[config.mk]
export PLATFORM = sky130hd
export DESIGN_NAME = lfps_iterm
export DESIGN_NICKNAME = d
export VERILOG_FILES = /design/src/design/lfps_pkg.sv /design/src/design/lfps_iterm.sv
export SDC_FILE = /design/constraint.sdc
export NUM_CORES = 1
export LEC_CHECK = 0
export ABC_CLOCK_PERIOD_IN_PS = 6000
export BUFFER_PORTS_ARGS = -buffer_cell sky130_fd_sc_hd__buf_4
export CORE_ASPECT_RATIO = 0.7
export CORE_MARGIN = 5
export CORE_UTILIZATION = 50
export DETAILED_ROUTE_END_ITERATION = 6
export GPL_TIMING_DRIVEN = 0
export PLACE_DENSITY_LB_ADDON = 0.08
export SYNTH_ARGS = -nofsm -noshare
export SYNTH_HDL_FRONTEND = slang
export SYNTH_SLANG_ARGS = --single-unit
[constraint.sdc]
create_clock -name clk -period 6 [get_ports clk]
set_clock_uncertainty 0.05 [all_clocks]
set_input_delay 0.3 -clock clk [delete_from_list [all_inputs] [get_ports clk]]
set_output_delay 0.3 -clock clk [all_outputs]
set_load 0.01 [all_outputs]
[src/design/lfps_pkg.sv]
`timescale 1ns / 1ps
// ----------------------------------------------------------------------------
// lfps_pkg
// Shared widths, register indexes, reset values, the sensor weight table and
// the stage payload types of the line-follow PID steering unit.
// ----------------------------------------------------------------------------
package lfps_pkg;

  // Field and datapath widths.
  localparam int CODE_W    = 3;
  localparam int BASE_W    = 8;
  localparam int GAIN_W    = 26;
  localparam int CENTER_W  = 11;
  localparam int TICKS_W   = 16;
  localparam int SPEED_W   = 8;
  localparam int ERR_W     = 11;
  localparam int DERIV_W   = 12;
  localparam int SUM_W     = 40;
  localparam int HALF_W    = SUM_W / 2;
  localparam int PP_W      = GAIN_W + HALF_W;
  localparam int IPROD_W   = GAIN_W + SUM_W;
  localparam int PTERM_W   = GAIN_W + 1 + ERR_W;
  localparam int DTERM_W   = GAIN_W + 1 + DERIV_W;
  localparam int ITERM_W   = 42;
  localparam int CORR_W    = 43;
  localparam int Q_W       = 44;
  localparam int FRAC_BITS = 24;
  localparam int WEIGHT_W  = 12;

  // Configuration port.
  localparam int CFG_IDX_W  = 3;
  localparam int CFG_DATA_W = GAIN_W;

  localparam logic [CFG_IDX_W-1:0] REG_NOMINAL_SPEED   = 3'd0;
  localparam logic [CFG_IDX_W-1:0] REG_GAIN_P          = 3'd1;
  localparam logic [CFG_IDX_W-1:0] REG_GAIN_I          = 3'd2;
  localparam logic [CFG_IDX_W-1:0] REG_GAIN_D          = 3'd3;
  localparam logic [CFG_IDX_W-1:0] REG_CENTER_POS      = 3'd4;
  localparam logic [CFG_IDX_W-1:0] REG_LOST_TURN_TICKS = 3'd5;

  // Register reset values.
  localparam logic signed [BASE_W-1:0] RST_NOMINAL_SPEED   = 8'sd50;
  localparam logic [GAIN_W-1:0]        RST_GAIN_P          = 26'd2013266;
  localparam logic [GAIN_W-1:0]        RST_GAIN_I          = 26'd117;
  localparam logic [GAIN_W-1:0]        RST_GAIN_D          = 26'd335544;
  localparam logic [CENTER_W-1:0]      RST_CENTER_POS      = 11'd1000;
  localparam logic [TICKS_W-1:0]       RST_LOST_TURN_TICKS = 16'd300;

  // Error limits and special values.
  localparam logic [CODE_W-1:0]         CODE_LOST = 3'd0;
  localparam logic signed [ERR_W-1:0]   LOST_NEG  = -11'sd1000;
  localparam logic signed [ERR_W-1:0]   LOST_POS  = 11'sd1000;
  localparam logic signed [ERR_W-1:0]   ERR_MAX   = 11'sd1023;
  localparam logic signed [ERR_W-1:0]   ERR_MIN   = -11'sd1024;
  localparam logic signed [SUM_W-1:0]   SUM_MAX   = {1'b0, {(SUM_W-1){1'b1}}};
  localparam logic signed [SUM_W-1:0]   SUM_MIN   = {1'b1, {(SUM_W-1){1'b0}}};
  localparam logic [IPROD_W-1:0]        ITERM_LIMIT = 66'd1 << 40;
  localparam logic signed [SPEED_W-1:0] SPEED_MAX = 8'sd100;
  localparam logic signed [SPEED_W-1:0] SPEED_MIN = -8'sd100;
  localparam logic [TICKS_W-1:0]        TICKS_TOP = '1;

  // Sensor code to line position weight.
  localparam logic signed [WEIGHT_W-1:0] WEIGHT_TAB [8] = '{
    -12'sd1, 12'sd2000, 12'sd1000, 12'sd1500, 12'sd0, -12'sd2, 12'sd500, 12'sd1000
  };

  // Configuration register set.
  typedef struct packed {
    logic signed [BASE_W-1:0] nominal_speed;
    logic [GAIN_W-1:0]        gain_p;
    logic [GAIN_W-1:0]        gain_i;
    logic [GAIN_W-1:0]        gain_d;
    logic [CENTER_W-1:0]      center_pos;
    logic [TICKS_W-1:0]       lost_turn_ticks;
  } cfg_t;

  // Error stage payload: error, derivative and integral magnitude.
  typedef struct packed {
    logic signed [ERR_W-1:0]   err;
    logic signed [DERIV_W-1:0] deriv;
    logic [SUM_W-1:0]          mag;
    logic                      neg;
    logic                      obst;
  } err_stg_t;

  // Multiplier stage payload.
  typedef struct packed {
    logic signed [PTERM_W-1:0] p_term;
    logic signed [DTERM_W-1:0] d_term;
    logic [PP_W-1:0]           pp_lo;
    logic [PP_W-1:0]           pp_hi;
    logic                      neg;
    logic                      obst;
  } mul_stg_t;

  // Integral stage payload.
  typedef struct packed {
    logic signed [CORR_W-1:0]  pd_sum;
    logic signed [ITERM_W-1:0] i_term;
    logic                      obst;
  } int_stg_t;

endpackage

[src/design/lfps_iterm.sv]
`timescale 1ns / 1ps
// ----------------------------------------------------------------------------
// lfps_iterm
// Integral stage: joins the partial products, limits the integral term and
// restores its sign; adds the proportional and derivative terms alongside.
// ----------------------------------------------------------------------------
module lfps_iterm import lfps_pkg::*; (
  input  logic     clk,
  input  logic     rst,
  input  logic     src_valid,
  input  mul_stg_t src,
  output logic     src_ready,
  output logic     stg_valid,
  output int_stg_t stg,
  input  logic     stg_ready
);

  logic [IPROD_W-1:0]  iprod;
  logic [ITERM_W-2:0]  imag;
  int_stg_t            stg_next;

  assign src_ready = !stg_valid || stg_ready;

  // Integral magnitude limited at 2^40 in Q24, then signed.
  always_comb begin
    iprod = IPROD_W'(src.pp_lo) + (IPROD_W'(src.pp_hi) << HALF_W);
    imag  = (iprod > ITERM_LIMIT) ? ITERM_LIMIT[ITERM_W-2:0] : iprod[ITERM_W-2:0];
    stg_next.i_term = src.neg ? -$signed({1'b0, imag}) : $signed({1'b0, imag});
    stg_next.pd_sum = CORR_W'(src.p_term) + CORR_W'(src.d_term);
    stg_next.obst   = src.obst;
  end

  always_ff @(posedge clk) begin
    if (rst) begin
      stg_valid <= 1'b0;
    end else if (src_ready) begin
      stg_valid <= src_valid;
    end
  end

  always_ff @(posedge clk) begin
    if (src_ready && src_valid) begin
      stg <= stg_next;
    end
  end

endmodule

== After elaboration in Yosys (flattened, before gate mapping) ==
Index checks and enable logic that the tools add are counted.
Operators by class
  $add $sub $neg: 3
  magnitude comparators: 1
  multiplexer cells: 2
  reduce and logical (&&, ||, !) cells: 3
Operators by type and width (count)
  $mux W41: 2
  $add A46 B66 Y66: 1
  $gt A66 B41 Y1 const B: 1
  $neg A41 Y42: 1
  $add A38 B39 Y40: 1
  $logic_and A1 B1 Y1: 1
  $logic_not A1 Y1: 1
  $logic_or A1 B1 Y1: 1
Word-level totals
  register bits: 87
  bits of input ports: 175
  output and inout port bits: 88
  logic and storage cells: 14

== Depth between registers and ports, before layout ==
Gate-level depths: netlist (run 1).
  word-level depth: 5
  mapped depth: 24
  mapped depth without buffers: 20

== Worst setup path after synthesis (run 1) ==
Ideal clock, no wire load.
  path type: input to register
  start point: input port src[2] (netlist name)
  end point: register stg[15] (netlist name) (data pin)
  setup time: 264 ps
  data arrival time: 4231 ps
  required time: 5686 ps
  path slack: 1454 ps
  stages: 23
  cells stage by stage: ha_1 -> inv_1 -> fa_1 -> nor2b_1 -> o211a_1 -> o21ai_1 -> o21ba_2 -> clkbuf_1 -> or4_1 -> a32oi_1 -> o2111a_1 -> and4_1 -> clkbuf_1 -> and3_1 -> inv_1 -> ha_1 -> clkbuf_1 -> nand2_1 -> nor2_1 -> nor2_1 -> nor2_1 -> o211ai_1 -> o21ai_0
RTL lines
  start, declared: line lfps_iterm.sv:11  | input mul_stg_t src,
  end signal, assigned: line lfps_iterm.sv:43  | stg <= stg_next;
  end, declared: line lfps_iterm.sv:14  | output int_stg_t stg,

==> impl_results.md, run 1 <==
- Status: finished clean
- Worst Hold End: stg_valid
- CTS tree: yes
- Crit path DAT: 5980 ps
- Switching power: 0.715 mW
- P_leak: between 4 and 5 nW
- Pin count of the biggest net entering global routing: 64
- Die width: approximately 170 um
- Total I/O pin count: 263
- Pint: 1.48 mW
- Final worst path period share: 97.3%
- Power per Cell Area: 199 nW/um^2
- Comb pwr share: 37.1%
- First-pass GRT wire length: around 44000 um
- Final WL: 28600 um
- Switching part of the total power: 32.6%
- Core Box Area: 16400 sq um
- Global placement routability congestion: 0.917
- Total grt overflow: 0
- Initial antenna violation count: 0
- Yosys cell types: 72
- Reg2Reg Depth: 3
- CP required: 6140 ps
- Post-DR wirelength/cell: between 15 and 20 um
- Most frequent cells in the layout: buf_4 (262), nor2_1 (86), a21oi_1 (83), edfxtp_1 (83), nand2_1 (68)
- Layout Nets: around 1.5k
- Final setup margin: 161 ps
- Slowest cell on crit path: a2111oi_1
- Crit path kind: input pin to flop
- Hold Violations, Final: 0
- Starting density of the core: 51.3%
- CTS Buf Count: 9
- Number of remaining DRC errors: 0
- Worst Tran Pin Value: between 1000 and 1500 ps
- Vias in the first global route: 8298
- Pre-CTS setup slack: -134 ps
- Die Area: 19600 sq um
- Clock root cell: clkbuf_16
- Area Growth Syn to Fin: 31.0%
- Number of flops mapped to enable cells by yosys: 83
- Die Height: 119 um
- Clock transition at path regs: around 70 ps
- # diodes: 0
- Via count: 8952
- Post-Synthesis Cells: 997
- Final ANT Viol Nets: 0
- Syn Area/Cell: 8.44 sq um
- Setup-failing EPs final: 0
- Most frequent CP cell: clkbuf_1
- R2R Setup Slk: 4410 ps
- CTS sink count: 84
- Clock latency at the later pin of the worst-skew pair: 350 ps
- Dpl hpwl: approximately 23000 um
- Fraction of layout cells with a size suffix above 1: 24.2%
- Unrepaired setup endpoints after global routing: no
- Main synth FF type: edfxtp_1
- Crit end category: flop
- Standard-cell rows: 39
- Largest stage delay on the critical path: 590 ps
- First drt pass iteration count: 5
- FF+latch count, synth: 84
- CTS resizes: 0
- Vias/cell: 5.98
- DR iter-0 viols: 856
- Sequential share of power: 33.2%
- Post-Syn Nets: 1240
- R2R Path End: stg[41]
- Startpoint types: input pin
- Register Area: 2510 sq um
- Max Cap Viol: 0
- Commonest non-fill, non-tap cell in the layout: buf_4
- Multi-input logic area: 5610 sq um
- Area of placed instances: 10700 sq um
- Clk buf depth: 2
- Max Fanout on Critical Path: 10
- Max transition margin: 27.3%
- Gr usage total: about 28%
- Max Slew Vio Count: 0
- Postcts setup bufs: 0
- Hold depth: 2
- Clock power share: 29.7%
- Port bufs: 259
- Netlist area before placement: 8420 sq um
- Hold_sp: rst
- Cts hold-fix bufs: 0
- Minimum clock period: 5840 ps
- Filler Cell Count: 1415
- H-tree depth: 3
- Fmax: 171 MHz
- Worst vdd ir: ~0.12 mV
- Yosys warns: 0
- Post-route cell area: 11000 sq um
- Ys async rst share: 0%
- Dpl cells: 1482
- Reg2reg start: stg_valid
- Worst min path class: input pin to flop
- Seq/Total Area, Yosys: 29.9%
- Post-Layout Cell Count: 1498
- Critical-path cell list: buf_4 -> ha_1 -> clkbuf_1 -> a21oi_1 -> o221ai_1 -> a2111oi_1 -> o211ai_1 -> and3_1 -> o41ai_1 -> o2111a_1 -> nand4_1 -> clkbuf_1 -> nor2_1 -> nand2_1 -> ha_1 -> clkbuf_1 -> nor2_1 -> o21ai_1 -> nand4_1
[metrics by stage]
| step | hold slack (ps) | utilization, % | TNS [ps] | power (mW) |
|---|---|---|---|---|
| floorplan | 319 | - | 0 | 1.23 |
| global placement | 403 | 64.9 | -332 | 1.53 |
| detailed placement | 412 | 65.1 | -537 | 1.54 |
| CTS | 44.3 | 67.2 | 0 | 2.19 |
| global route | 45.6 | 67.2 | 0 | 2.30 |
| finish | 48.0 | 67.2 | 0 | 2.20 |
[worst max-delay path by stage]
stage / from / endpoint / slack [ps] / depth (start not counted)
5_1_grt: src[17] / stg[39] / 5 / 19
2_1_floorplan: src[2] / stg[15] / 1450 / 23
6_report: src[17] / stg[29] / 160 / 19
3_3_place_gp: src[17] / stg[39] / -80 / 19
4_1_cts: src[17] / stg[39] / 210 / 19
3_5_place_dp: src[17] / stg[29] / -130 / 19
[metal layers]
layer	global-route usage, %	part of all wire (%)
met1	41.8	45
met5	0	0
met3	5.85	11
met4	4.83	1.3
met2	41.9	43
[state kept, by name (all words and copies together) (netlist names)]
signal	cells
stg	83
stg_valid	1
[power by group through the flow]
stage,Sequential (mW),Clock [mW],Combinational [mW]
final,0.729,0.652,0.814
after global routing,0.734,0.680,0.890
after CTS,0.730,0.654,0.801
after detailed placement,0.741,0,0.796
after global placement,0.744,0,0.785
after floorplan,0.768,0,0.458
[kinds of logic (layout without fill, tap and decap cells)]
logic type      after synthesis  in the layout  share of synthesized area, %
simple gates                371            371                          22.9
fa+ha+maj                    68             68                          10.3
compound gates              317            317                          24.8
buf+inv                      76            352                          3.58
flops                        84             84                          29.9
mux                          12             12                          1.46
xor+xnor                     69             69                          7.18
[cell usage after synthesis, types with 9 or more instances]
| cell type | instances | area [sq um] |
|---|---|---|
| a211oi_1 | 14 | 105 |
| a21o_1 | 30 | 225 |
| a21oi_1 | 83 | 415 |
| and3_1 | 22 | 138 |
| clkbuf_1 | 34 | 128 |
| edfxtp_1 | 83 | 2490 |
| ha_1 | 66 | 826 |
| inv_1 | 34 | 128 |
| mux2i_1 | 10 | 100 |
| nand2_1 | 68 | 255 |
| nand2b_1 | 15 | 93.8 |
| nand3_1 | 43 | 215 |
| nand4_1 | 23 | 144 |
| nor2_1 | 86 | 323 |
| nor2b_1 | 9 | 56.3 |
| nor3_1 | 35 | 175 |
| o211ai_1 | 23 | 173 |
| o21a_1 | 17 | 128 |
| o21ai_0 | 61 | 305 |
| or3_1 | 16 | 100 |
| xnor2_1 | 38 | 333 |
| xor2_1 | 31 | 272 |
[critical path: cells and delay by family]
kind | cells | cell delay (ps)
AOI/OAI and AO/OA | 7 | 2690
adders and majority gates | 2 | 540
buffers and inverters | 4 | 930
and+or+nand+nor | 6 | 1490
[layout make-up]
cell class                 count  area share (%)
inverter                      34            1.16
multi-input combinational    837            50.9
tap                          225            2.55
timing repair buffer         260            17.9
clock buffer                  10            2.08
buffer                        42            1.59
sequential                    84            22.8
clock inverter                 6            1.02
Note: power is estimated with default switching activity, not from simulation.
==> run 2, diff against run 1 <==
ABC_AREA = 1   (was not set)
==> impl_results.md, run 2 <==
- Cts hold-fix bufs: 0 (unchanged)
- Post-Syn Nets: 1762 (+42%)
- Starting density of the core: 51.2% (-0.11 points)
- Number of remaining DRC errors: 0 (unchanged)
- Port bufs: 261 (+0.77%)
- CP delay by family, top: simple AND/OR/NAND/NOR gates
- Number of flops mapped to enable cells by yosys: 83 (unchanged)
- DR iter-0 viols: 1058 (+24%)
- # diodes: 0 (unchanged)
- Hold Violations, Final: 0 (unchanged)
- Minimum clock period: 4840 ps (-1000 ps)
- Most common cell in the netlist: nand2_1
- Ys async rst share: 0% (unchanged)
- Top-area cell type share of the netlist area: 25.6% (-4.0 points)
- Status: finished clean
- Pin count of the biggest net entering global routing: 31 (-52%)
- Largest family of logic cells by synthesized area: simple AND/OR/NAND/NOR gates
- Seq/Total Area, Yosys: 25.8% (-4.1 points)
- CTS Buf Count: 9 (unchanged)
- Fmax: 207 MHz (+21%)
- Die Height: 127 um (+7.0%)
- Post-synthesis mux area share: 0% (-1.5 points)
- Setup-failing EPs final: 0 (unchanged)
- Post-synthesis adder-cell area fraction: 8.89% (-1.4 points)
- Max transition margin: 50.2% (+23 points)
- Max Cap Viol: 0 (unchanged)
- Largest Register: stg
- Yosys warns: 0 (unchanged)
- CTS resizes: 0 (unchanged)
- Final setup TNS: 0 ps (unchanged)
- Crit end category: flop
- Standard-cell rows: 42 (+7.7%)
- Via count: 11.2k (+25%)
- Unrepaired setup endpoints after global routing: no
- Clock root cell: clkbuf_16
- Largest stage delay on the critical path: 430 ps (-160 ps)
- WHS: 73.2 ps (+25.2 ps)
- Pre-CTS setup slack: 1050 ps (+1180 ps)
- Postcts setup bufs: 0 (unchanged)
- Netlist area before placement: 9740 sq um (+16%)
- Vias in the first global route: 10.1k (+21%)
- CTS sink count: 84 (unchanged)
- Synth Area in Simple Gates: 37.2% (+14 points)
- Die Area: 22400 sq um (+15%)
- CP required: 6040 ps (-100 ps)
- Max Slew Vio Count: 0 (unchanged)
- First drt pass iteration count: 5 (unchanged)
- Crit path kind: input pin to flop
- Layout Nets: 2037 (+35%)
- Vias/cell: 5.42 (-9.3%)
- Crit path DAT: 4880 ps (-1100 ps)
- Area of placed instances: 12100 sq um (+14%)
- Total grt overflow: 0 (unchanged)
- Post-synth top cells: nand2_1 (476), inv_1 (244), nor2_1 (160)
- Cell taking the most area after synthesis: edfxtp_1
- Fraction of layout cells with a size suffix above 1: 19.8% (-4.4 points)
- Most frequent cells in the layout: nand2_1 (476), buf_4 (267), inv_1 (244)
- Final setup margin: 1160 ps (+1000 ps)
- Yosys cell types: 50 (-31%)
- Commonest non-fill, non-tap cell in the layout: nand2_1
- Final WL: 34800 um (+22%)
- Post-DR wirelength/cell: 16.9 um (-12%)
- Final ANT Viol Nets: 0 (unchanged)
- Clock latency at the later pin of the worst-skew pair: 330 ps (-20 ps)
- Slowest cell on crit path: a21oi_1
- Die width: 177 um (+7.1%)
- Core Box Area: 19000 sq um (+16%)
- Compound-Gate Fraction of Synth Area: 11.1% (-14 points)
- CTS tree: yes
- P_leak: 6.60 nW (+40%)
- Startpoint types: input pin
- Largest register FFs: 83 (unchanged)
- Post-route cell area: 12400 sq um (+12%)
- Most frequent CP cell: nand2_1
- Synth top area cells: edfxtp_1 (26%), nand2_1 (18%), inv_1 (9.4%), ha_1 (8.5%), nor2_1 (6.2%)
- Post-Synthesis Cells: 1519 (+52%)
- First-pass GRT wire length: 53300 um (+21%)
- Final worst path period share: 80.6% (-17 points)
- Biggest regs: stg: 83 flops, stg_valid: 1 flops
- Initial antenna violation count: 0 (unchanged)
- Global placement routability congestion: 1.01 (+9.9%)
- Max Fanout on Critical Path: 10 (unchanged)
- Main synth FF type: edfxtp_1
- FF+latch count, synth: 84 (unchanged)
- Syn Area/Cell: 6.41 sq um (-24%)
- Clock transition at path regs: 70 ps (about the same)
- Synth Area in XOR/XNOR: 6.11% (-1.1 points)
- Gr usage total: 29.8% (+1.9 points)
- H-tree depth: 3 (unchanged)
- Worst min path class: input pin to flop
- Power per Cell Area: 168 nW/um^2 (-16%)
- Area Growth Syn to Fin: 27.2%
- Worst Tran Pin Value: 746 ps (-335 ps)
- Dpl hpwl: 29700 um (+29%)
- Worst vdd ir: 0.140 mV (+18%)
- Total I/O pin count: 263 (unchanged)
- Buffers & Inverters on Critical Path: 6 (+2)
- Clk buf depth: 2 (unchanged)
-- run 2: final timing paths --
| kind | startpoint | endpoint | slack (ps) | cells after the start |
|---|---|---|---|---|
| max | src[25] | stg[41] | 1160 | 25 |
| max reg2reg | stg_valid | stg[15] | 4020 | 4 |
| min reg2reg | stg_valid | stg_valid | 500 | 2 |
| min | rst | stg_valid | 70 | 2 |
-- run 2: logic make-up (layout without fill, tap and decap cells) --
kind of cell,count (synthesis),in the layout
AOI/OAI and AO/OA,188,188
xor gates and xnor gates,68,68
adders and majority gates,68,68
buffers and inverters,270,550
DFF,84,84
and+or+nand+nor,841,841
-- run 2: metal layers --
layer	vias to the layer above	part of all wire, %	wire length (um)	GRT usage (%)
li1	5492	-	-	-
met1	4988	47	16400	47.1
met2	661	38	13100	40.1
met3	41	14	4920	9.34
met4	0	1.1	371	3.87
met5	-	0	0	0
-- run 2: worst reg2reg max path: cells and delay by family, from the launching register on --
family	cells	cell delay [ps]
buffers and inverters	3	650
AO/OA/AOI/OAI	1	620
flip-flops	1	350
-- run 2: metrics by stage --
stage	util, %	power (mW)	cells
finish	65.2	2.08	2063
global route	65.2	2.20	2063
CTS	65.2	2.07	2063
detailed placement	63.7	1.55	2047
global placement	63.3	1.54	2044
floorplan	-	1.21	1519
-- run 2: final cells by class --
type | instances | area, sq um
fill | 1741 | 6630
buffer | 16 | 111
inverter | 254 | 956
sequential | 84 | 2510
multi-input combinational | 1165 | 6170
timing repair buffer | 264 | 2030
tap | 264 | 330
clock inverter | 7 | 50.0
clock buffer | 9 | 225
-- run 2: power breakdown --
part / leakage [nW] / switching (mW) / internal [mW]
Clock: 0.125 / 0.241 / 0.282
Sequential: 0.818 / 0.0179 / 0.715
Combinational: 5.65 / 0.499 / 0.328
Total: 6.60 / 0.758 / 1.33
==> run 3, diff against run 2 <==
ABC_AREA = 0   (was 1)
ABC_CLOCK_PERIOD_IN_PS = 4600   (was 6000)
clock period = 4.6 ns   (was 6 ns; I/O delays follow)
==> impl_results.md, run 3 (synthesis gave the netlist of run 1 again) <==
- CTS Buf Count: 9 (unchanged)
- Largest Register: stg
- Multi-input logic area: 5880 sq um (-4.7%)
- Hold depth: 1 (-1)
- Post-DR wirelength/cell: 19.3 um (+15%)
- Crit end category: flop
- CP required: 4720 ps (-1320 ps)
- Total I/O pin count: 263 (unchanged)
- Die Height: 119 um (-6.5%)
- Biggest regs: stg: 83 flops, stg_valid: 1 flops
- Fraction of layout cells with a size suffix above 1: 28.9% (+9.0 points)
- Register Area: 2510 sq um (unchanged)
- DR iter-0 viols: 887 (-16%)
- Clock transition at path regs: 60 ps (about the same)
- Worst Tran Pin Value: 637 ps (-109 ps)
- Filler Cell Count: 1366 (-22%)
- Crit path kind: input pin to flop
- Most frequent cells in the layout: buf_4 (280), edfxtp_1 (83), nor2_1 (82)
- # diodes: 0 (unchanged)
- Layout Nets: 1522 (-25%)
- Area of placed instances: 10700 sq um (-12%)
- Final worst path period share: 96.9%
- Clock latency at the later pin of the worst-skew pair: 350 ps (+20 ps)
- Die Area: 19600 sq um (-13%)
- Dpl hpwl: 23000 um (-23%)
- Critical path startpoint: src[26]
- Vias/cell: 6.01 (+11%)
- H-tree depth: 3 (unchanged)
- Final setup TNS: 0 ps (unchanged)
- Minimum clock period: 4460 ps
- Clk buf depth: 2 (unchanged)
- Status: finished clean
- Pin count of the biggest net entering global routing: 64 (+110%)
- Worst vdd ir: 0.151 mV (+7.7%)
- Max Slew Vio Count: 0 (unchanged)
- Max Fanout on Critical Path: 10 (unchanged)
- Core Box Area: 16400 sq um (-14%)
- Hold Violations, Final: 0 (unchanged)
- CTS sink count: 84 (unchanged)
- R2R Path End: stg[41]
- Standard-cell rows: 39 (-7.1%)
- Max Cap Viol: 0 (unchanged)
- Final WL: 29100 um (-16%)
- Reg2Reg Depth: 3 (-1)
- Reg2reg start: stg_valid
- CTS tree: yes
- Overall power: 2.93 mW (+41%)
- Via count: 9067 (-19%)
- Vias in the first global route: 8415 (-16%)
- Post-route cell area: 11400 sq um (-7.8%)
- Gr usage total: 28.2% (-1.6 points)
- Port bufs: 259 (-0.77%)
- Final ANT Viol Nets: 0 (unchanged)
- Crit path DAT: 4580 ps (-300 ps)
- First drt pass iteration count: 5 (unchanged)
- R2R Setup Slk: 3020 ps (-1000 ps)
- Starting density of the core: 51.3% (+0.11 points)
- Initial antenna violation count: 0 (unchanged)
- Global placement routability congestion: 0.917 (-9.0%)
- First-pass GRT wire length: 44600 um (-16%)
- Area Growth Syn to Fin: 35.8%
- Largest register FFs: 83 (unchanged)
- Clock root cell: clkbuf_16
- P_leak: 4.87 nW (-26%)
- Setup-failing EPs final: 0 (unchanged)
- Number of remaining DRC errors: 0 (unchanged)
- Worst min path class: input pin to flop
- Startpoint types: input pin
- Worst setup endpoint: stg[35]
- Power per Cell Area: 257 nW/um^2 (+53%)
- Fmax: ~220 MHz
- Die width: 165 um (-6.7%)
- Total grt overflow: 0 (unchanged)
- Max transition margin: 57.2% (+7.1 points)
- Commonest non-fill, non-tap cell in the layout: buf_4
run 3: timing repair:
action / CTS / global route
gates cloned: 0 / 0
hold buffers: 1 / 0
gates resized for setup: 33 / 43
pin swaps: 5 / 13
setup buffers: 4 / 12
endpoints found under the hold margin: 1 / 0
endpoints found under the setup margin: 21 / 20
run 3: layout make-up:
| class | instances | share of cell area (%) |
|---|---|---|
| sequential | 84 | 22.0 |
| clock buffer | 10 | 2.00 |
| clock inverter | 6 | 0.986 |
| inverter | 34 | 1.12 |
| buffer | 36 | 1.53 |
| tap | 225 | 2.46 |
| timing repair buffer | 277 | 18.4 |
| multi-input combinational | 837 | 51.5 |
run 3: how the worst min path moves through the flow:
stage            from  slack, ps   endpoint
2_1_floorplan     rst        250  stg_valid
3_3_place_gp      rst        330  stg_valid
3_5_place_dp      rst        340  stg_valid
4_1_cts        src[0]          7     stg[0]
5_1_grt        src[0]          3     stg[0]
6_report       src[0]         10     stg[0]
run 3: metal layers:
layer	global-route usage (%)	part of all wire (%)	vias to the layer above	wire length (um)
met5	0	0	-	0
met4	4.94	1.1	0	324
met3	6.16	11	23	3240
met2	42.7	43	485	12600
met1	41.8	44	4175	12900
li1	-	-	4384	-
run 3: metrics by stage:
stage / worst slack, ps / util, % / instances / hold slack (ps)
after floorplan: 124 / - / 997 / 249
after global placement: -1410 / 64.9 / 1481 / 333
after detailed placement: -1460 / 65.1 / 1482 / 342
after CTS: 1.44 / 68.1 / 1502 / 7.06
after global routing: -44.7 / 69.7 / 1509 / 3.32
final: 142 / 69.7 / 1509 / 12.9
run 3: power breakdown:
group	internal, mW	total (mW)	switching [mW]
Combinational	0.507	1.13	0.622
Sequential	0.929	0.951	0.0220
Clock	0.531	0.852	0.320
Total	1.97	2.93	0.965
run 3: critical path: stages:
cell	delay (ps)
buf_4	110
ha_1	260
clkbuf_1	330
nand4_1	260
or2_2	400
nor3_2	280
o211ai_1	230
and4_1	260
nand4_1	140
nor4_2	70
and4_1	240
clkbuf_4	210
and3_1	200
inv_1	60
ha_2	250
inv_2	110
or4_1	520
a21oi_1	160
o211ai_1	110
o21ai_1	150
