`config.mk`:
```
export PLATFORM = sky130hd
export DESIGN_NAME = lfps_out_flat
export DESIGN_NICKNAME = d
export VERILOG_FILES = /design/src/design/lfps_pkg.sv /design/src/design/lfps_if.sv /design/src/design/lfps_out.sv /design/src/flat_wrapper.sv
export SDC_FILE = /design/constraint.sdc
export NUM_CORES = 1
export LEC_CHECK = 0
export ABC_CLOCK_PERIOD_IN_PS = 8300
export BUFFER_PORTS_ARGS = -buffer_cell sky130_fd_sc_hd__buf_4
export CORE_ASPECT_RATIO = 1.75
export CORE_MARGIN = 2
export CORE_UTILIZATION = 60
export CTS_CLUSTER_DIAMETER = 30
export DETAILED_ROUTE_END_ITERATION = 10
export GPL_TIMING_DRIVEN = 0
export PLACE_DENSITY = 0.95
export SETUP_SLACK_MARGIN = 0.4
export SYNTH_ARGS = -nofsm -noshare
export SYNTH_HDL_FRONTEND = slang
export SYNTH_SLANG_ARGS = --single-unit
```
`constraint.sdc`:
```
create_clock -name clk -period 8.3 [get_ports clk]
set_input_delay 0 -clock clk [delete_from_list [all_inputs] [get_ports clk]]
set_output_delay 0 -clock clk [all_outputs]
set_load 0.05 [all_outputs]
```
`src/design/lfps_pkg.sv`:
```
`timescale 1ns / 1ps
// ----------------------------------------------------------------------------
// lfps_pkg
// Shared widths, register indexes, reset values, the sensor weight table and
// the stage payload types of the line-follow PID steering unit.
// ----------------------------------------------------------------------------
package lfps_pkg;

  // Field and datapath widths.
  localparam int CODE_W    = 3;
  localparam int BASE_W    = 8;
  localparam int GAIN_W    = 26;
  localparam int CENTER_W  = 11;
  localparam int TICKS_W   = 16;
  localparam int SPEED_W   = 8;
  localparam int ERR_W     = 11;
  localparam int DERIV_W   = 12;
  localparam int SUM_W     = 40;
  localparam int HALF_W    = SUM_W / 2;
  localparam int PP_W      = GAIN_W + HALF_W;
  localparam int IPROD_W   = GAIN_W + SUM_W;
  localparam int PTERM_W   = GAIN_W + 1 + ERR_W;
  localparam int DTERM_W   = GAIN_W + 1 + DERIV_W;
  localparam int ITERM_W   = 42;
  localparam int CORR_W    = 43;
  localparam int Q_W       = 44;
  localparam int FRAC_BITS = 24;
  localparam int WEIGHT_W  = 12;

  // Configuration port.
  localparam int CFG_IDX_W  = 3;
  localparam int CFG_DATA_W = GAIN_W;

  localparam logic [CFG_IDX_W-1:0] REG_NOMINAL_SPEED   = 3'd0;
  localparam logic [CFG_IDX_W-1:0] REG_GAIN_P          = 3'd1;
  localparam logic [CFG_IDX_W-1:0] REG_GAIN_I          = 3'd2;
  localparam logic [CFG_IDX_W-1:0] REG_GAIN_D          = 3'd3;
  localparam logic [CFG_IDX_W-1:0] REG_CENTER_POS      = 3'd4;
  localparam logic [CFG_IDX_W-1:0] REG_LOST_TURN_TICKS = 3'd5;

  // Register reset values.
  localparam logic signed [BASE_W-1:0] RST_NOMINAL_SPEED   = 8'sd50;
  localparam logic [GAIN_W-1:0]        RST_GAIN_P          = 26'd2013266;
  localparam logic [GAIN_W-1:0]        RST_GAIN_I          = 26'd117;
  localparam logic [GAIN_W-1:0]        RST_GAIN_D          = 26'd335544;
  localparam logic [CENTER_W-1:0]      RST_CENTER_POS      = 11'd1000;
  localparam logic [TICKS_W-1:0]       RST_LOST_TURN_TICKS = 16'd300;

  // Error limits and special values.
  localparam logic [CODE_W-1:0]         CODE_LOST = 3'd0;
  localparam logic signed [ERR_W-1:0]   LOST_NEG  = -11'sd1000;
  localparam logic signed [ERR_W-1:0]   LOST_POS  = 11'sd1000;
  localparam logic signed [ERR_W-1:0]   ERR_MAX   = 11'sd1023;
  localparam logic signed [ERR_W-1:0]   ERR_MIN   = -11'sd1024;
  localparam logic signed [SUM_W-1:0]   SUM_MAX   = {1'b0, {(SUM_W-1){1'b1}}};
  localparam logic signed [SUM_W-1:0]   SUM_MIN   = {1'b1, {(SUM_W-1){1'b0}}};
  localparam logic [IPROD_W-1:0]        ITERM_LIMIT = 66'd1 << 40;
  localparam logic signed [SPEED_W-1:0] SPEED_MAX = 8'sd100;
  localparam logic signed [SPEED_W-1:0] SPEED_MIN = -8'sd100;
  localparam logic [TICKS_W-1:0]        TICKS_TOP = '1;

  // Sensor code to line position weight.
  localparam logic signed [WEIGHT_W-1:0] WEIGHT_TAB [8] = '{
    -12'sd1, 12'sd2000, 12'sd1000, 12'sd1500, 12'sd0, -12'sd2, 12'sd500, 12'sd1000
  };

  // Configuration register set.
  typedef struct packed {
    logic signed [BASE_W-1:0] nominal_speed;
    logic [GAIN_W-1:0]        gain_p;
    logic [GAIN_W-1:0]        gain_i;
    logic [GAIN_W-1:0]        gain_d;
    logic [CENTER_W-1:0]      center_pos;
    logic [TICKS_W-1:0]       lost_turn_ticks;
  } cfg_t;

  // Error stage payload: error, derivative and integral magnitude.
  typedef struct packed {
    logic signed [ERR_W-1:0]   err;
    logic signed [DERIV_W-1:0] deriv;
    logic [SUM_W-1:0]          mag;
    logic                      neg;
    logic                      obst;
  } err_stg_t;

  // Multiplier stage payload.
  typedef struct packed {
    logic signed [PTERM_W-1:0] p_term;
    logic signed [DTERM_W-1:0] d_term;
    logic [PP_W-1:0]           pp_lo;
    logic [PP_W-1:0]           pp_hi;
    logic                      neg;
    logic                      obst;
  } mul_stg_t;

  // Integral stage payload.
  typedef struct packed {
    logic signed [CORR_W-1:0]  pd_sum;
    logic signed [ITERM_W-1:0] i_term;
    logic                      obst;
  } int_stg_t;

endpackage

```
`src/design/lfps_if.sv`:
```


interface lfps_out_if;
  logic              valid;
  logic              ready;
  logic signed [7:0] left_speed;
  logic signed [7:0] right_speed;

  modport source (output valid, output left_speed, output right_speed, input ready);
  modport sink (input valid, input left_speed, input right_speed, output ready);
endinterface

```
`src/design/lfps_out.sv`:
```
`timescale 1ns / 1ps
// ----------------------------------------------------------------------------
// lfps_out
// Output stages: forms base plus and minus the correction, then truncates
// toward zero, clamps to the speed range and holds the result item.
// ----------------------------------------------------------------------------
module lfps_out import lfps_pkg::*; (
  input  logic       clk,
  input  logic       rst,
  input  cfg_t       cfg,
  input  logic       src_valid,
  input  int_stg_t   src,
  output logic       src_ready,
  lfps_out_if.source motor
);

  logic signed [Q_W-1:0]    base_q;
  logic signed [CORR_W-1:0] corr;
  logic                     q_valid;
  logic                     q_ready;
  logic signed [Q_W-1:0]    q_left;
  logic signed [Q_W-1:0]    q_right;
  logic                     q_obst;

  // Truncate a Q24 value toward zero and clamp it to the speed range.
  function automatic logic signed [SPEED_W-1:0] to_speed(input logic signed [Q_W-1:0] q);
    logic signed [Q_W-FRAC_BITS:0] v;
    begin
      v = (Q_W-FRAC_BITS+1)'($signed(q[Q_W-1:FRAC_BITS]));
      if (q[Q_W-1] && (q[FRAC_BITS-1:0] != '0)) begin
        v = v + (Q_W-FRAC_BITS+1)'(1);
      end
      if (v > (Q_W-FRAC_BITS+1)'(SPEED_MAX)) begin
        to_speed = SPEED_MAX;
      end else if (v < (Q_W-FRAC_BITS+1)'(SPEED_MIN)) begin
        to_speed = SPEED_MIN;
      end else begin
        to_speed = v[SPEED_W-1:0];
      end
    end
  endfunction

  assign q_ready   = !motor.valid || motor.ready;
  assign src_ready = !q_valid || q_ready;

  // Sum stage: full correction and both side sums in Q24.
  always_comb begin
    base_q = Q_W'(cfg.nominal_speed) <<< FRAC_BITS;
    corr   = src.pd_sum + CORR_W'(src.i_term);
  end

  always_ff @(posedge clk) begin
    if (rst) begin
      q_valid <= 1'b0;
    end else if (src_ready) begin
      q_valid <= src_valid;
    end
  end

  always_ff @(posedge clk) begin
    if (src_ready && src_valid) begin
      q_left  <= base_q + Q_W'(corr);
      q_right <= base_q - Q_W'(corr);
      q_obst  <= src.obst;
    end
  end

  // Result register; an obstacle stops both motors.
  always_ff @(posedge clk) begin
    if (rst) begin
      motor.valid <= 1'b0;
    end else if (q_ready) begin
      motor.valid <= q_valid;
    end
  end

  always_ff @(posedge clk) begin
    if (q_ready && q_valid) begin
      motor.left_speed  <= q_obst ? '0 : to_speed(q_left);
      motor.right_speed <= q_obst ? '0 : to_speed(q_right);
    end
  end

endmodule

```
`src/flat_wrapper.sv`:
```
// flat-port wrapper written by rule: the top's interface ports become plain ports
module lfps_out_flat import lfps_pkg::*;
  (clk, rst, cfg, src_valid, src, src_ready, motor_valid, motor_left_speed, motor_right_speed, motor_ready);
  lfps_out_if motor_i ();
  input  logic clk;
  input  logic rst;
  input  cfg_t cfg;
  input  logic src_valid;
  input  int_stg_t src;
  output logic src_ready;
  output wire logic [$bits(motor_i.valid)-1:0] motor_valid;
  output wire logic [$bits(motor_i.left_speed)-1:0] motor_left_speed;
  output wire logic [$bits(motor_i.right_speed)-1:0] motor_right_speed;
  input wire logic [$bits(motor_i.ready)-1:0] motor_ready;
  assign motor_valid = motor_i.valid;
  assign motor_left_speed = motor_i.left_speed;
  assign motor_right_speed = motor_i.right_speed;
  assign motor_i.ready = motor_ready;
  lfps_out u_core (.clk(clk), .rst(rst), .cfg(cfg), .src_valid(src_valid), .src(src), .src_ready(src_ready), .motor(motor_i));
endmodule
```
# After elaboration in Yosys (flattened, before gate mapping)
# Index checks and enable logic that the tools add are counted.
[totals]
in_bits = 203
regBits = 107
out_inout_bits = 18
elab_cells = 42
[classes]
order_cmp = 4
add_sub_neg = 5
n_mux = 8
n_reduce_logical = 14
[op_table]
columns = ["cell", "count"]
rows = [
  ["$mux 21", 4],
  ["$reduce_bool 24->1", 2],
  ["$add 32x43->44", 1],
  ["$sub 32x43->44", 1],
  ["$add 43x42->43", 1],
  ["$add 20x2->21 const B", 2],
  ["$gt 21x8->1 const B", 2],
  ["$lt 21x8->1 const B", 2],
  ["$mux 8", 2],
  ["$mux 7", 2],
  ["$reduce_or 3->1", 2],
  ["$logic_and 1x1->1", 4],
  ["$reduce_or 2->1", 2],
  ["$logic_not 1->1", 2],
  ["$logic_or 1x1->1", 2],
]

# Depth between registers and ports, before layout
# Gate-level depths: netlist of run 1.
[depth]
depth_word = 7
mapped_depth = 26
ltp_nobuf = 25

# Least setup slack after synthesis of run 1
# OpenSTA, ideal clock, no wires.
[synth_path]
path_kind = "in2reg"
from = "in src[14] in the netlist's numbering"
to = "reg u_core.q_left[42], data pin"
arrival_ps = 4496
stages = 25
setup_slack_ps = 3538
n_path_buf = 2
setup_ps = 266
required_ps = 8034
path_cell_list = "ha_1 > clkbuf_1 > a21oi_1 > o211ai_1 > o21a_1 > a2111oi_0 > a21oi_1 > a31oi_1 > nor2b_1 > o21bai_1 > a21oi_1 > xnor2_1 > ha_1 > clkbuf_1 > a21o_1 > a21oi_1 > o21bai_1 > a21oi_1 > o21ai_0 > nand2_1 > a21oi_1 > o41ai_1 > o21ai_0 > o41ai_1 > xnor2_1"
[synth_via]
elab_chain_len = 2
[synth_rtl]
columns = ["element", "line_no", "source"]
rows = [
  ["start, declared", "flat_wrapper.sv:9", "input int_stg_t src;"],
  ["$add 43x42->43", "lfps_out.sv:49", "corr = src.pd_sum + CORR_W'(src.i_term);"],
  ["$add 32x43->44", "lfps_out.sv:62", "q_left <= base_q + Q_W'(corr);"],
  ["end signal, assigned", "lfps_out.sv:62", ""],
  ["end, declared", "lfps_out.sv:21", "logic signed [Q_W-1:0] q_left;"],
]
# Every way passes these cells.
# A chain may end at the register's enable or synchronous reset.

# Worst setup path in the final report of run 1
[layout_path]
from = "in src[43] in the netlist's numbering"
to = "reg u_core.q_left[42], data pin"
# Same word-level chain as after synthesis.

==> qor_table.md, run 1 <==
| Result | Reported | Unit |
|:---|:---|:---|
| Share of Yosys cell area claimed by the top area cell type | 32.1 | % |
| Number of flops mapped to enable cells by yosys | 104 | - |
| Worst-case headroom to the max-slew limit | 24.0 | % |
| Cell area after placement | 10900 | um2 |
| Maximum vdd drop | 114 | uV |
| Number of standard cells after synthesis | 1089 | - |
| Number of DRC markers in iteration 0 | 525 | - |
| Die Area | 17300 | um2 |
| Antenna violation net count after detailed routing | 0 | - |
| Total power of the final layout | 2250 | uW |
| Min-delay worst type | input pin to flop | - |
| Path type of the worst setup path | input pin to flop | - |
| Status | finished clean | - |
| Most used routing layer | met2 | - |
| Sum Neg Setup Slack | 0 | ns |
| Largest net degree at the start of global routing | 82 | - |
| Synthesized area | 9730 | um2 |
| Met3 routing resource usage after global routing | 2.87 | % |
| Minimum clock period | 6.20 | ns |
| Critical Path End Type | flop | - |
| Power Dens Cells | 201 | nW/um2 |
| Global-route wire length before repair | 38400 | um |
| Top achievable clock speed | 161 | MHz |
| Fraction of final layout cells sized beyond drive strength 1 | 12.9 | % |
| Count of yosys warnings during synthesis | 0 | - |
| Area leader, netlist | edfxtp_1 | - |
| Max FO, Critical Path | 9 | - |
| DR pass1 iterations | 5 | - |
| Cell types with the largest area share after synthesis | edfxtp_1 (32%), ha_1 (12%), xnor2_1 (6.7%), a21oi_1 (4.7%), nor2_1 (4.1%) | - |
| Clk root buf | clkbuf_16 | - |
| Layout area overhead | 15.1 | % |
| Share of the clock period used by the worst path | 74.7 | % |
| Tightest Pin Transition | 1.13 | ns |
| Post-DP HPWL | 18600 | um |
| Worst EP arrival | 6.28 | ns |
| Post-detailed-route via-to-cell ratio | 6.21 | - |
| Standby leakage power | 0.00448 | uW |
| RSZ-0062 raised after global routing | false | - |
| IO Port Bufs | 115 | - |
| Clock-pin slew on the worst setup and hold paths | 0.07 | ns |
| Number of buffers inserted during clock tree synthesis | 9 | - |
| Async set or reset register ratio after synthesis | 0 | % |
| Met2 Use GR | 49.5 | % |
| Placeable Area | 15900 | um2 |
| I/O pin count | 221 | - |
| Antenna Cells | 0 | - |
| Routability congestion estimate | 1.00 | - |
| Clock Path Buffers | 2 | - |
| Total number of clock tree sinks | 106 | - |
| Worst skew pair latency | 0.35 | ns |
| Global-route track usage on met1 | 32.9 | % |
| CTS tree | done | - |
| Post-CTS Setup Repair Bufs | 0 | - |
| Routed WL per cell | 16.6 | um |
| Number of antenna violations at the first check in global routing | 0 | - |
| Count of standard-cell rows | 61 | - |
| Syn nets | 1385 | - |
| Total detailed-routing wirelength | 23500 | um |
| Post-synthesis area per instance | 8.93 | um2 |
| Nets | 1518 | - |
| Cell area after layout | 11200 | um2 |
| Initial core utilization | 61.3 | % |
| Req. time, crit path | 8.38 | ns |
| Startpoint class of the critical path | input pin | - |
| Count of unique library cells instantiated by Yosys | 78 | - |
| Number of storage elements in the synthesis netlist | 106 | - |
| Sequential element share of the synthesized area | 32.5 | % |
| Dominant synthesized flop cell | edfxtp_1 | - |
| Worst hold margin | 0.0412 | ns |
| Horizontal die dimension | 100 | um |
| Slew Limit Fails | 0 | - |
| Via count of the first global-routing pass | 8385 | - |
| Total number of vias | 8793 | - |
| Total congestion overflow | 0 | - |
| Detailed-route DRC error count | 0 | - |
| Global-route total usage across every layer | 27.2 | % |
| Total of endpoints with negative setup slack in the final report | 0 | - |
| Number of maximum-capacitance constraint violations | 0 | - |
| CTS H-tree lvls | 3 | - |
| Die Y-Extent | 172 | um |
| Hold Vio Cnt, Final | 0 | - |
| Worst-case clock skew | 0.0122 | ns |
-- critical path: stages --
cell and delay, ns:
dlygate4sd3_1 0.54, buf_4 0.14, ha_1 0.20, inv_1 0.07
fa_1 0.19, nand2b_1 0.18, a21oi_1 0.11, a211oi_1 0.49
a21o_1 0.23, a21oi_1 0.14, a31oi_1 0.32, nor2b_1 0.29
o21bai_1 0.10, a21oi_1 0.18, xnor2_1 0.17, ha_1 0.27
clkbuf_1 0.24, a21o_1 0.24, a21oi_1 0.24, o21bai_1 0.10
a21oi_1 0.23, o21ai_0 0.19, nand2_1 0.13, a21oi_1 0.11
o41ai_1 0.38, o21ai_0 0.26, o41ai_1 0.40, xnor2_1 0.15
-- repair_timing --
item,CTS,global route
hold buffers,6,0
setup endpoints to repair,0,0
resized for setup,0,0
hold endpoints to repair,4,0
-- power breakdown --
| group | internal [uW] | switching (uW) |
|---|---|---|
| registers | 744 | 101 |
| logic | 416 | 588 |
| clock network | 206 | 193 |
| total | 1370 | 882 |
-- layout make-up --
| type | instances | area, um2 |
|---|---|---|
| plain buffers | 26 | 100 |
| clock buffers | 9 | 225 |
| clock inverters | 7 | 52.6 |
| fillers | 1217 | 4680 |
| inverters | 53 | 199 |
| multi-input cells | 904 | 6270 |
| flip-flops and latches | 106 | 3160 |
| well taps | 189 | 236 |
| repair buffers | 122 | 951 |
-- per-stage QoR --
stage,cells,setup slack [ns],utilization (%)
after floorplan,1089,3.54,-
after global placement,1393,2.55,68.2
after detailed placement,1394,2.38,68.4
after CTS,1416,2.27,70.5
after global routing,1416,1.67,70.5
final,1416,2.10,70.5
-- flip-flops by register name (all words and copies together) (netlist names) --
signal and flops:
u_core.motor.left_speed 8, u_core.motor.right_speed 8, u_core.motor.valid 1, u_core.q_left 43, u_core.q_obst 1, u_core.q_right 44
u_core.q_valid 1
-- worst paths after layout --
kind / endpoint / depth (start not counted) / slack, ns / startpoint
worst min register to register: u_core.q_valid$_SDFFE_PP0N_ / 2 / 0.55 / u_core.q_valid$_SDFFE_PP0N_
worst min-delay path: u_core.q_valid$_SDFFE_PP0N_ / 4 / 0.04 / motor_ready
worst max-delay path: u_core.q_left[42]$_DFFE_PP_ / 28 / 2.10 / src[43]
worst max register to register: u_core.motor.left_speed[1]$_SDFFCE_PP0P_ / 11 / 4.40 / u_core.q_left[27]$_DFFE_PP_
-- synthesized netlist by cell type (6+ instances only) --
library cell  instances
o22ai_1               7
nor2_1              106
nor2b_1              15
o31ai_1               6
nand2_1              72
and4_1                6
nand4_1               9
ha_1                 91
nand2b_1             15
a211oi_1             13
a21oi_1              91
nor3_1               35
a31oi_1              12
xor2_1               42
o21bai_1             21
and2_1               10
nor4_1               23
o21a_1               15
o211ai_1             10
xnor2_1              74
o21ai_0              47
or3_1                11
a21o_1               30
clkbuf_1             22
and3_1               15
nand3b_1              6
inv_1                53
edfxtp_1            104
nand3_1              31
-- placed cells by master (no fill, tap or decap), drive strengths merged, types with 42 or more instances in the layout --
master / instances
a21oi: 93
buf: 120
edfxtp: 104
ha: 91
inv: 55
nand2: 72
nor2: 106
o21ai: 49
xnor2: 74
xor2: 42
-- kinds of logic (layout without fill, tap and decap cells) --
kind of cell	count (synthesis)	count (layout)	share of synthesized area, %
adders and majority gates	93	93	12.1
xor gates and xnor gates	116	116	10.4
and+or+nand+nor	378	378	19.5
buffers and inverters	79	217	3.07
AOI/OAI and AO/OA	309	309	21.5
DFF	106	106	32.5
muxes	8	8	0.862
-- metal layers --
layer	vias up	wire length [um]
met2	361	12100
met3	42	1240
li1	4313	-
met1	4077	9600
met4	0	566
met5	-	0
Power figures use the tool's default switching activity.
==> inputs of run 2 (changes only) <==
Settings changed: ABC_CLOCK_PERIOD_IN_PS 8300 to 6400, CORE_UTILIZATION 60 to 56, PLACE_DENSITY 0.95 to 0.91.
Clock period 8.3 ns to 6.4 ns, I/O delays scaled along.
==> qor_table.md, run 2 (synthesis gave the netlist of run 1 again) <==
| Result | Reported | Unit | vs previous |
|:---|:---|:---|:---|
| Status | finished clean | - |  |
| Placeable Area | 16900 | um2 | +6.8% |
| Highest-delay cell along the critical path | o41ai_1 | - |  |
| Worst Reg-to-Reg Cells | 11 | - | unchanged |
| Final worst setup slack | 0.749 | ns | -1.35 ns |
| Crit path from | src[14] | - |  |
| Standby leakage power | 0.00450 | uW | +0.25% |
| Commonest cells after routing, fill and taps aside | buf_4 (115), nor2_1 (106), edfxtp_1 (104) | - |  |
| Fraction of final layout cells sized beyond drive strength 1 | 12.7 | % | -0.15 points |
| Largest net degree at the start of global routing | 82 | - | unchanged |
| Post-detailed-route via-to-cell ratio | 6.03 | - | -2.9% |
| Antenna Cells | 0 | - | unchanged |
| Hold Vio Cnt, Final | 0 | - | unchanged |
| Clock-pin slew on the worst setup and hold paths | 0.07 | ns | about the same |
| Number of antenna violations at the first check in global routing | 0 | - | unchanged |
| Minimum clock period | 5.65 | ns |  |
| Initial core utilization | 57.4 | % | -3.9 points |
| CTS tree | done | - |  |
| Layout area overhead | 15.9 | % |  |
| Maximum vdd drop | 150 | uV | +32% |
| Internal portion of total power | 1850 | uW | +35% |
| Via count of the first global-routing pass | 8363 | - | -0.26% |
| Antenna violation net count after detailed routing | 0 | - | unchanged |
| Top achievable clock speed | 177 | MHz |  |
| Horizontal die dimension | 104 | um | +3.4% |
| Most frequent standard cell in the layout excluding fill and tap cells | buf_4 | - |  |
| Number of stages on the worst setup path | 26 | - | -7.1% |
| Global-route wire length before repair | 38400 | um | -0.21% |
| Nets | 1517 | - | -0.066% |
| Routability congestion estimate | 0.982 | - | -2.1% |
| Worst-case headroom to the max-slew limit | 14.0 | % | -10 points |
| CTS H-tree lvls | 3 | - | unchanged |
| Worst path buffer plus inverter count | 3 | - | -1 |
| Count of fill cells added during filler insertion | 1341 | - | +10% |
| Sum Neg Setup Slack | 0 | ns | unchanged |
| Worst skew pair latency | 0.36 | ns | about the same |
| Clock Path Buffers | 2 | - | unchanged |
| End of the worst register-to-register path | u_core.motor.left_speed[1]$_SDFFCE_PP0P_ | - |  |
| Number of maximum-capacitance constraint violations | 0 | - | unchanged |
| Register containing the most flip-flops in the final layout | u_core.q_right | - |  |
| Proportion of power drawn by combinational gates | 43.7 | % | -1.0 points |
| Tightest Pin Transition | 1.29 | ns | +0.155 ns |
| Global-route total usage across every layer | 25.2 | % | -1.9 points |
| Detailed-route DRC error count | 0 | - | unchanged |
| Total of endpoints with negative setup slack in the final report | 0 | - | unchanged |
| Total number of vias | 8761 | - | -0.36% |
| Clk root buf | clkbuf_16 | - |  |
| RSZ-0062 raised after global routing | false | - |  |
| Switching power of the nets | 1130 | uW | +28% |
| Registers with the highest flip-flop counts | u_core.q_right (44), u_core.q_left (43) | - |  |
| Path type of the worst setup path | input pin to flop | - |  |
| IO Port Bufs | 115 | - | unchanged |
| Total detailed-routing wirelength | 23500 | um | -0.18% |
| Die Area | 18500 | um2 | +6.9% |
| I/O pin count | 221 | - | unchanged |
| Startpoint class of the critical path | input pin | - |  |
| Maximum cell stage delay along the critical path | 0.39 | ns | -0.15 ns |
| Clock power frac | 19.6 | % | +1.9 points |
| Count of standard-cell rows | 63 | - | +3.3% |
| Total number of clock tree sinks | 106 | - | unchanged |
| Power Dens Cells | 264 | nW/um2 | +32% |
| Slew Limit Fails | 0 | - | unchanged |
| Routed WL per cell | 16.2 | um | -2.7% |
| Max FO, Critical Path | 9 | - | unchanged |
| Req. time, crit path | 6.47 | ns | -1.91 ns |
| Reg-to-reg setup timing slack | 2.50 | ns | -1.90 ns |
| Flip-flop count of the largest register, all copies and words added | 44 | - | unchanged |
| DR pass1 iterations | 5 | - | unchanged |
| Total congestion overflow | 0 | - | unchanged |
| Worst-case clock skew | 0.0125 | ns | +0.000306 ns |
| Number of DRC markers in iteration 0 | 483 | - | -8.0% |
| Die Y-Extent | 178 | um | +3.4% |
| Total power of the final layout | 2980 | uW | +33% |
| Most used cell, CP | a21oi_1 | - |  |
| Sequential share of power | 36.6 | % | -1.0 points |
| Worst EP arrival | 5.73 | ns | -0.55 ns |
| Fraction of power spent switching nets | 38.0 | % | -1.3 points |
| Share of the clock period used by the worst path | 88.3 | % |  |
| Family with the most delay on the worst path | compound AO/OA/AOI/OAI gates | - |  |
| Worst hold margin | 0.0244 | ns | -0.0168 ns |
| Launch instance of the worst register-to-register path | u_core.q_left[27]$_DFFE_PP_ | - |  |
| Critical Path End Type | flop | - |  |
| Setup WS pre-CTS | 0.528 | ns | -1.85 ns |
| End point of the critical path | u_core.q_left[42]$_DFFE_PP_ | - |  |
| Post-DP HPWL | 18900 | um | +1.6% |
| Min-delay worst type | input pin to flop | - |  |
| Number of buffers inserted during clock tree synthesis | 9 | - | unchanged |
| Finished Core Util | 66.5 | % | -4.0 points |
| Post-CTS Setup Repair Bufs | 0 | - | unchanged |
-- run 2: changes by cell type in the layout (fill, tap and decap cells not counted), sizes merged --
cell,previous run,this run
bufinv,0,2
clkbuf,31,32
clkinv,5,2
dlygate4sd3,6,5
-- run 2: stage by stage --
step,cells,area [um2]
floorplan,1089,9730
global route,1453,11300
detailed placement,1432,10900
CTS,1453,11300
finish,1453,11300
global placement,1431,10900
-- run 2: cell type report --
type | count | area, um2 | area share (%)
flip-flops and latches | 106 | 3160 | 28.1
repair buffers | 121 | 941 | 8.35
multi-input cells | 904 | 6270 | 55.6
well taps | 227 | 284 | 2.52
plain buffers | 26 | 100 | 0.888
clock buffers | 10 | 229 | 2.03
clock inverters | 6 | 87.6 | 0.777
inverters | 53 | 199 | 1.76
-- run 2: power by group through the flow --
stage	logic (uW)	registers [uW]	clock network, uW
floorplan	941	1080	0
global placement	1230	1100	0
detailed placement	1280	1100	0
CTS	1290	1090	591
global route	1440	1110	618
finish	1300	1090	585
-- run 2: routing by layer --
| layer | track usage, % | up-vias | share of wire [%] |
|---|---|---|---|
| met4 | 10.4 | 0 | 3.5 |
| li1 | - | 4326 | - |
| met5 | 0 | - | 0 |
| met2 | 48.2 | 317 | 52 |
| met3 | 2.70 | 63 | 4.6 |
| met1 | 28.4 | 4055 | 40 |
-- run 2: what timing repair did --
item | in CTS | in global routing
hold endpoints to repair | 4 | 0
resized for setup | 0 | 1
hold buffers | 5 | 0
endpoints found under the setup margin | 0 | 1
-- run 2: tightest hold or removal path, stage by stage --
cell and delay (ns):
buf_4 0.08, nor2b_1 0.06, a21oi_1 0.15, nor2_1 0.05
-- run 2: worst min path at each step --
stage                     start                              end  slack [ns]  depth (start not counted)
floorplan                   rst  u_core.motor.valid$_SDFFE_PP0P_        0.07                          1
global placement            rst  u_core.motor.valid$_SDFFE_PP0P_        0.17                          2
detailed placement          rst  u_core.motor.valid$_SDFFE_PP0P_        0.18                          2
CTS                 motor_ready      u_core.q_valid$_SDFFE_PP0N_        0.02                          4
global route        motor_ready      u_core.q_valid$_SDFFE_PP0N_        0.04                          4
finish              motor_ready      u_core.q_valid$_SDFFE_PP0N_        0.02                          4
==> inputs of run 3 (changes only) <==
Settings changed: BUFFER_PORTS_ARGS -buffer_cell sky130_fd_sc_hd__buf_4 to unset, CORE_UTILIZATION 56 to 65, DONT_BUFFER_PORTS set to 1, HOLD_SLACK_MARGIN set to 0.06, PLACE_DENSITY 0.91 to 0.9.
==> qor_table.md, run 3 (synthesis gave the netlist of run 1 again) <==
| Result | Reported | Unit | vs previous |
|:---|:---|:---|:---|
| Clock-pin slew on the worst setup and hold paths | 0.07 | ns | about the same |
| Antenna violation net count after detailed routing | 0 | - | unchanged |
| Number of antenna violations at the first check in global routing | 0 | - | unchanged |
| I/O pin count | 221 | - | unchanged |
| Most frequent standard cell in the layout excluding fill and tap cells | nor2_1 | - |  |
| End of the worst register-to-register path | u_core.motor.left_speed[1]$_SDFFCE_PP0P_ | - |  |
| Share of the clock period used by the worst path | 85.6 | % | -2.7 points |
| Post-detailed-route via-to-cell ratio | 6.59 | - | +9.3% |
| Routability congestion estimate | 0.997 | - | +1.5% |
| Switching power of the nets | 1170 | uW | +3.6% |
| CTS tree | done | - |  |
| Hold Path Cell Cnt | 2 | - | -2 |
| Fraction of power spent switching nets | 40.3 | % | +2.3 points |
| Total congestion overflow | 0 | - | unchanged |
| Global-route total usage across every layer | 31.4 | % | +6.2 points |
| Critical Path End Type | flop | - |  |
| Clock Path Buffers | 2 | - | unchanged |
| Routed WL per cell | 18.8 | um | +16% |
| Number of buffers inserted during clock tree synthesis | 9 | - | unchanged |
| Reg-to-reg setup timing slack | 2.36 | ns | -0.14 ns |
| Min-delay worst type | input pin to flop | - |  |
| Tightest Pin Transition | 1.21 | ns | -0.0782 ns |
| Die Y-Extent | 166 | um | -7.0% |
| HP Start | cfg[112] | - |  |
| Placeable Area | 14800 | um2 | -13% |
| Final worst setup slack | 0.924 | ns | +0.176 ns |
| Startpoint class of the critical path | input pin | - |  |
| Fraction of final layout cells sized beyond drive strength 1 | 4.57 | % | -8.2 points |
| Antenna Cells | 0 | - | unchanged |
| Hold Vio Cnt, Final | 0 | - | unchanged |
| Req. time, crit path | 6.62 | ns | +0.15 ns |
| Number of DRC markers in iteration 0 | 608 | - | +26% |
| Flip-flop and latch area | 3160 | um2 | unchanged |
| Launch instance of the worst register-to-register path | u_core.q_left[19]$_DFFE_PP_ | - |  |
| Worst-case headroom to the max-slew limit | 18.9 | % | +4.9 points |
| Standby leakage power | 0.00396 | uW | -12% |
| Slew Limit Fails | 0 | - | unchanged |
| Total number of clock tree sinks | 106 | - | unchanged |
| End point of the worst hold path | u_core.q_left[43]$_DFFE_PP_ | - |  |
| DR pass1 iterations | 6 | - | +1 |
| Count of standard-cell rows | 59 | - | -6.3% |
| Cell area after placement | 9990 | um2 | -8.4% |
| Total detailed-routing wirelength | 24400 | um | +4.2% |
| Initial core utilization | 65.9 | % | +8.5 points |
| Setup WS pre-CTS | 0.544 | ns | +0.0168 ns |
| RSZ-0062 raised after global routing | false | - |  |
| Worst skew pair latency | 0.35 | ns | about the same |
| Post-DP HPWL | 19400 | um | +2.4% |
| Sum Neg Setup Slack | 0 | ns | unchanged |
| Finished Core Util | 70.6 | % | +4.1 points |
| Power Dens Cells | 279 | nW/um2 | +5.7% |
| CTS H-tree lvls | 3 | - | unchanged |
| IO Port Bufs | 0 | - | -100% |
| Path type of the worst setup path | input pin to flop | - |  |
| Largest net degree at the start of global routing | 77 | - | -6.1% |
| Total number of vias | 8560 | - | -2.3% |
| Clock power frac | 18.6 | % | -1.0 points |
| Register containing the most flip-flops in the final layout | u_core.q_right | - |  |
| Clk root buf | clkbuf_16 | - |  |
| Worst Reg-to-Reg Cells | 11 | - | unchanged |
| Internal portion of total power | 1740 | uW | -5.8% |
| Minimum clock period | 5.48 | ns | -0.176 ns |
| Nets | 1407 | - | -7.3% |
| Registers with the highest flip-flop counts | u_core.q_right (44), u_core.q_left (43) | - |  |
| Via count of the first global-routing pass | 8502 | - | +1.7% |
| Layout area overhead | 7.18 | % |  |
| Worst EP arrival | 5.70 | ns | -0.03 ns |
| Commonest cells after routing, fill and taps aside | nor2_1 (106), edfxtp_1 (104), ha_1 (91) | - |  |
| Detailed-route DRC error count | 0 | - | unchanged |
| Die Area | 16000 | um2 | -13% |
| Cell area after layout | 10400 | um2 | -7.5% |
| Max FO, Critical Path | 9 | - | unchanged |
| Horizontal die dimension | 96.5 | um | -6.9% |
| Proportion of power drawn by combinational gates | 42.7 | % | -1.0 points |
| Number of maximum-capacitance constraint violations | 0 | - | unchanged |
| Total of endpoints with negative setup slack in the final report | 0 | - | unchanged |
| Worst-case clock skew | 0.00825 | ns | -0.00425 ns |
| Count of fill cells added during filler insertion | 1133 | - | -16% |
| Area taken by multi-input logic gates | 6320 | um2 | +0.80% |
| Top achievable clock speed | 183 | MHz | +3.2% |
| Flip-flop count of the largest register, all copies and words added | 44 | - | unchanged |
| Status | finished clean | - |  |
| Maximum vdd drop | 159 | uV | +5.5% |
| Sequential share of power | 38.7 | % | +2.1 points |
| Global-route wire length before repair | 39500 | um | +3.1% |
## run 3: cell count changes in the layout (fill, tap and decap cells not counted), sizes merged
| cell | previous run | this run |
|---|---|---|
| buf | 120 | 6 |
| bufinv | 2 | 0 |
| clkbuf | 32 | 30 |
| dlygate4sd3 | 5 | 10 |
| inv | 55 | 58 |
## run 3: worst max path at each step
stage	start	endpoint	cells after the start
after floorplan	src[14]	u_core.q_left[42]$_DFFE_PP_	25
after global placement	src[5]	u_core.q_left[42]$_DFFE_PP_	24
after detailed placement	src[14]	u_core.q_left[42]$_DFFE_PP_	25
after CTS	src[43]	u_core.q_left[42]$_DFFE_PP_	27
after global routing	src[43]	u_core.q_left[43]$_DFFE_PP_	26
final	src[43]	u_core.q_left[43]$_DFFE_PP_	26
## run 3: cell type report
| cell class | count | area share, % |
|---|---|---|
| Inverter | 53 | 1.91 |
| Clock buffer | 9 | 2.16 |
| Timing Repair Buffer | 11 | 1.22 |
| Clock inverter | 7 | 0.612 |
| Tap cell | 183 | 2.20 |
| Sequential cell | 106 | 30.3 |
| Multi-Input combinational cell | 904 | 60.6 |
| Buffer | 26 | 0.960 |
## run 3: worst max-delay path, stage by stage
cell and delay, ns:
dlygate4sd3_1 0.53, ha_1 0.16, inv_1 0.05, fa_1 0.39, nand2b_1 0.26, a21oi_2 0.22
a211oi_2 0.09, a21o_1 0.24, a21oi_4 0.19, a31oi_2 0.15, nor2b_2 0.21, o21bai_1 0.14
a21oi_1 0.10, xnor2_1 0.22, ha_1 0.27, buf_1 0.22, a21oi_1 0.27, o21bai_1 0.10
a21oi_1 0.24, o21ai_1 0.18, a211oi_1 0.26, nor2_1 0.13, o211ai_1 0.27, a31oi_1 0.18
a2111oi_0 0.45, a21o_1 0.15
## run 3: timing repair
item | CTS | global route
endpoints found under the setup margin | 0 | 8
endpoints found under the hold margin | 19 | 0
buffers inserted | 0 | 0
resized for setup | 0 | 13
hold buffers | 10 | 0
## run 3: per-stage QoR
step	hold WS, ns	power [uW]	instances
after floorplan	0.0724	2030	1089
after global placement	0.0730	2290	1272
after detailed placement	0.0821	2330	1273
after CTS	0.0648	2880	1299
after global routing	0.0666	3090	1299
final	0.0592	2910	1299
## run 3: power by group through the flow
stage                     combinational [uW]  sequential, uW  clock [uW]
after global routing                    1380            1140         572
after detailed placement                1200            1130           0
final                                   1240            1130         542
after global placement                  1160            1130           0
after floorplan                          941            1080           0
after CTS                               1210            1120         542
## run 3: layer usage
| layer | track usage, % | up-vias | routed length (um) |
|---|---|---|---|
| met4 | 17.8 | 0 | 1450 |
| met3 | 6.26 | 85 | 1160 |
| met5 | 0 | - | 0 |
| met2 | 58.2 | 320 | 13300 |
| li1 | - | 4123 | - |
| met1 | 30.9 | 4032 | 8490 |
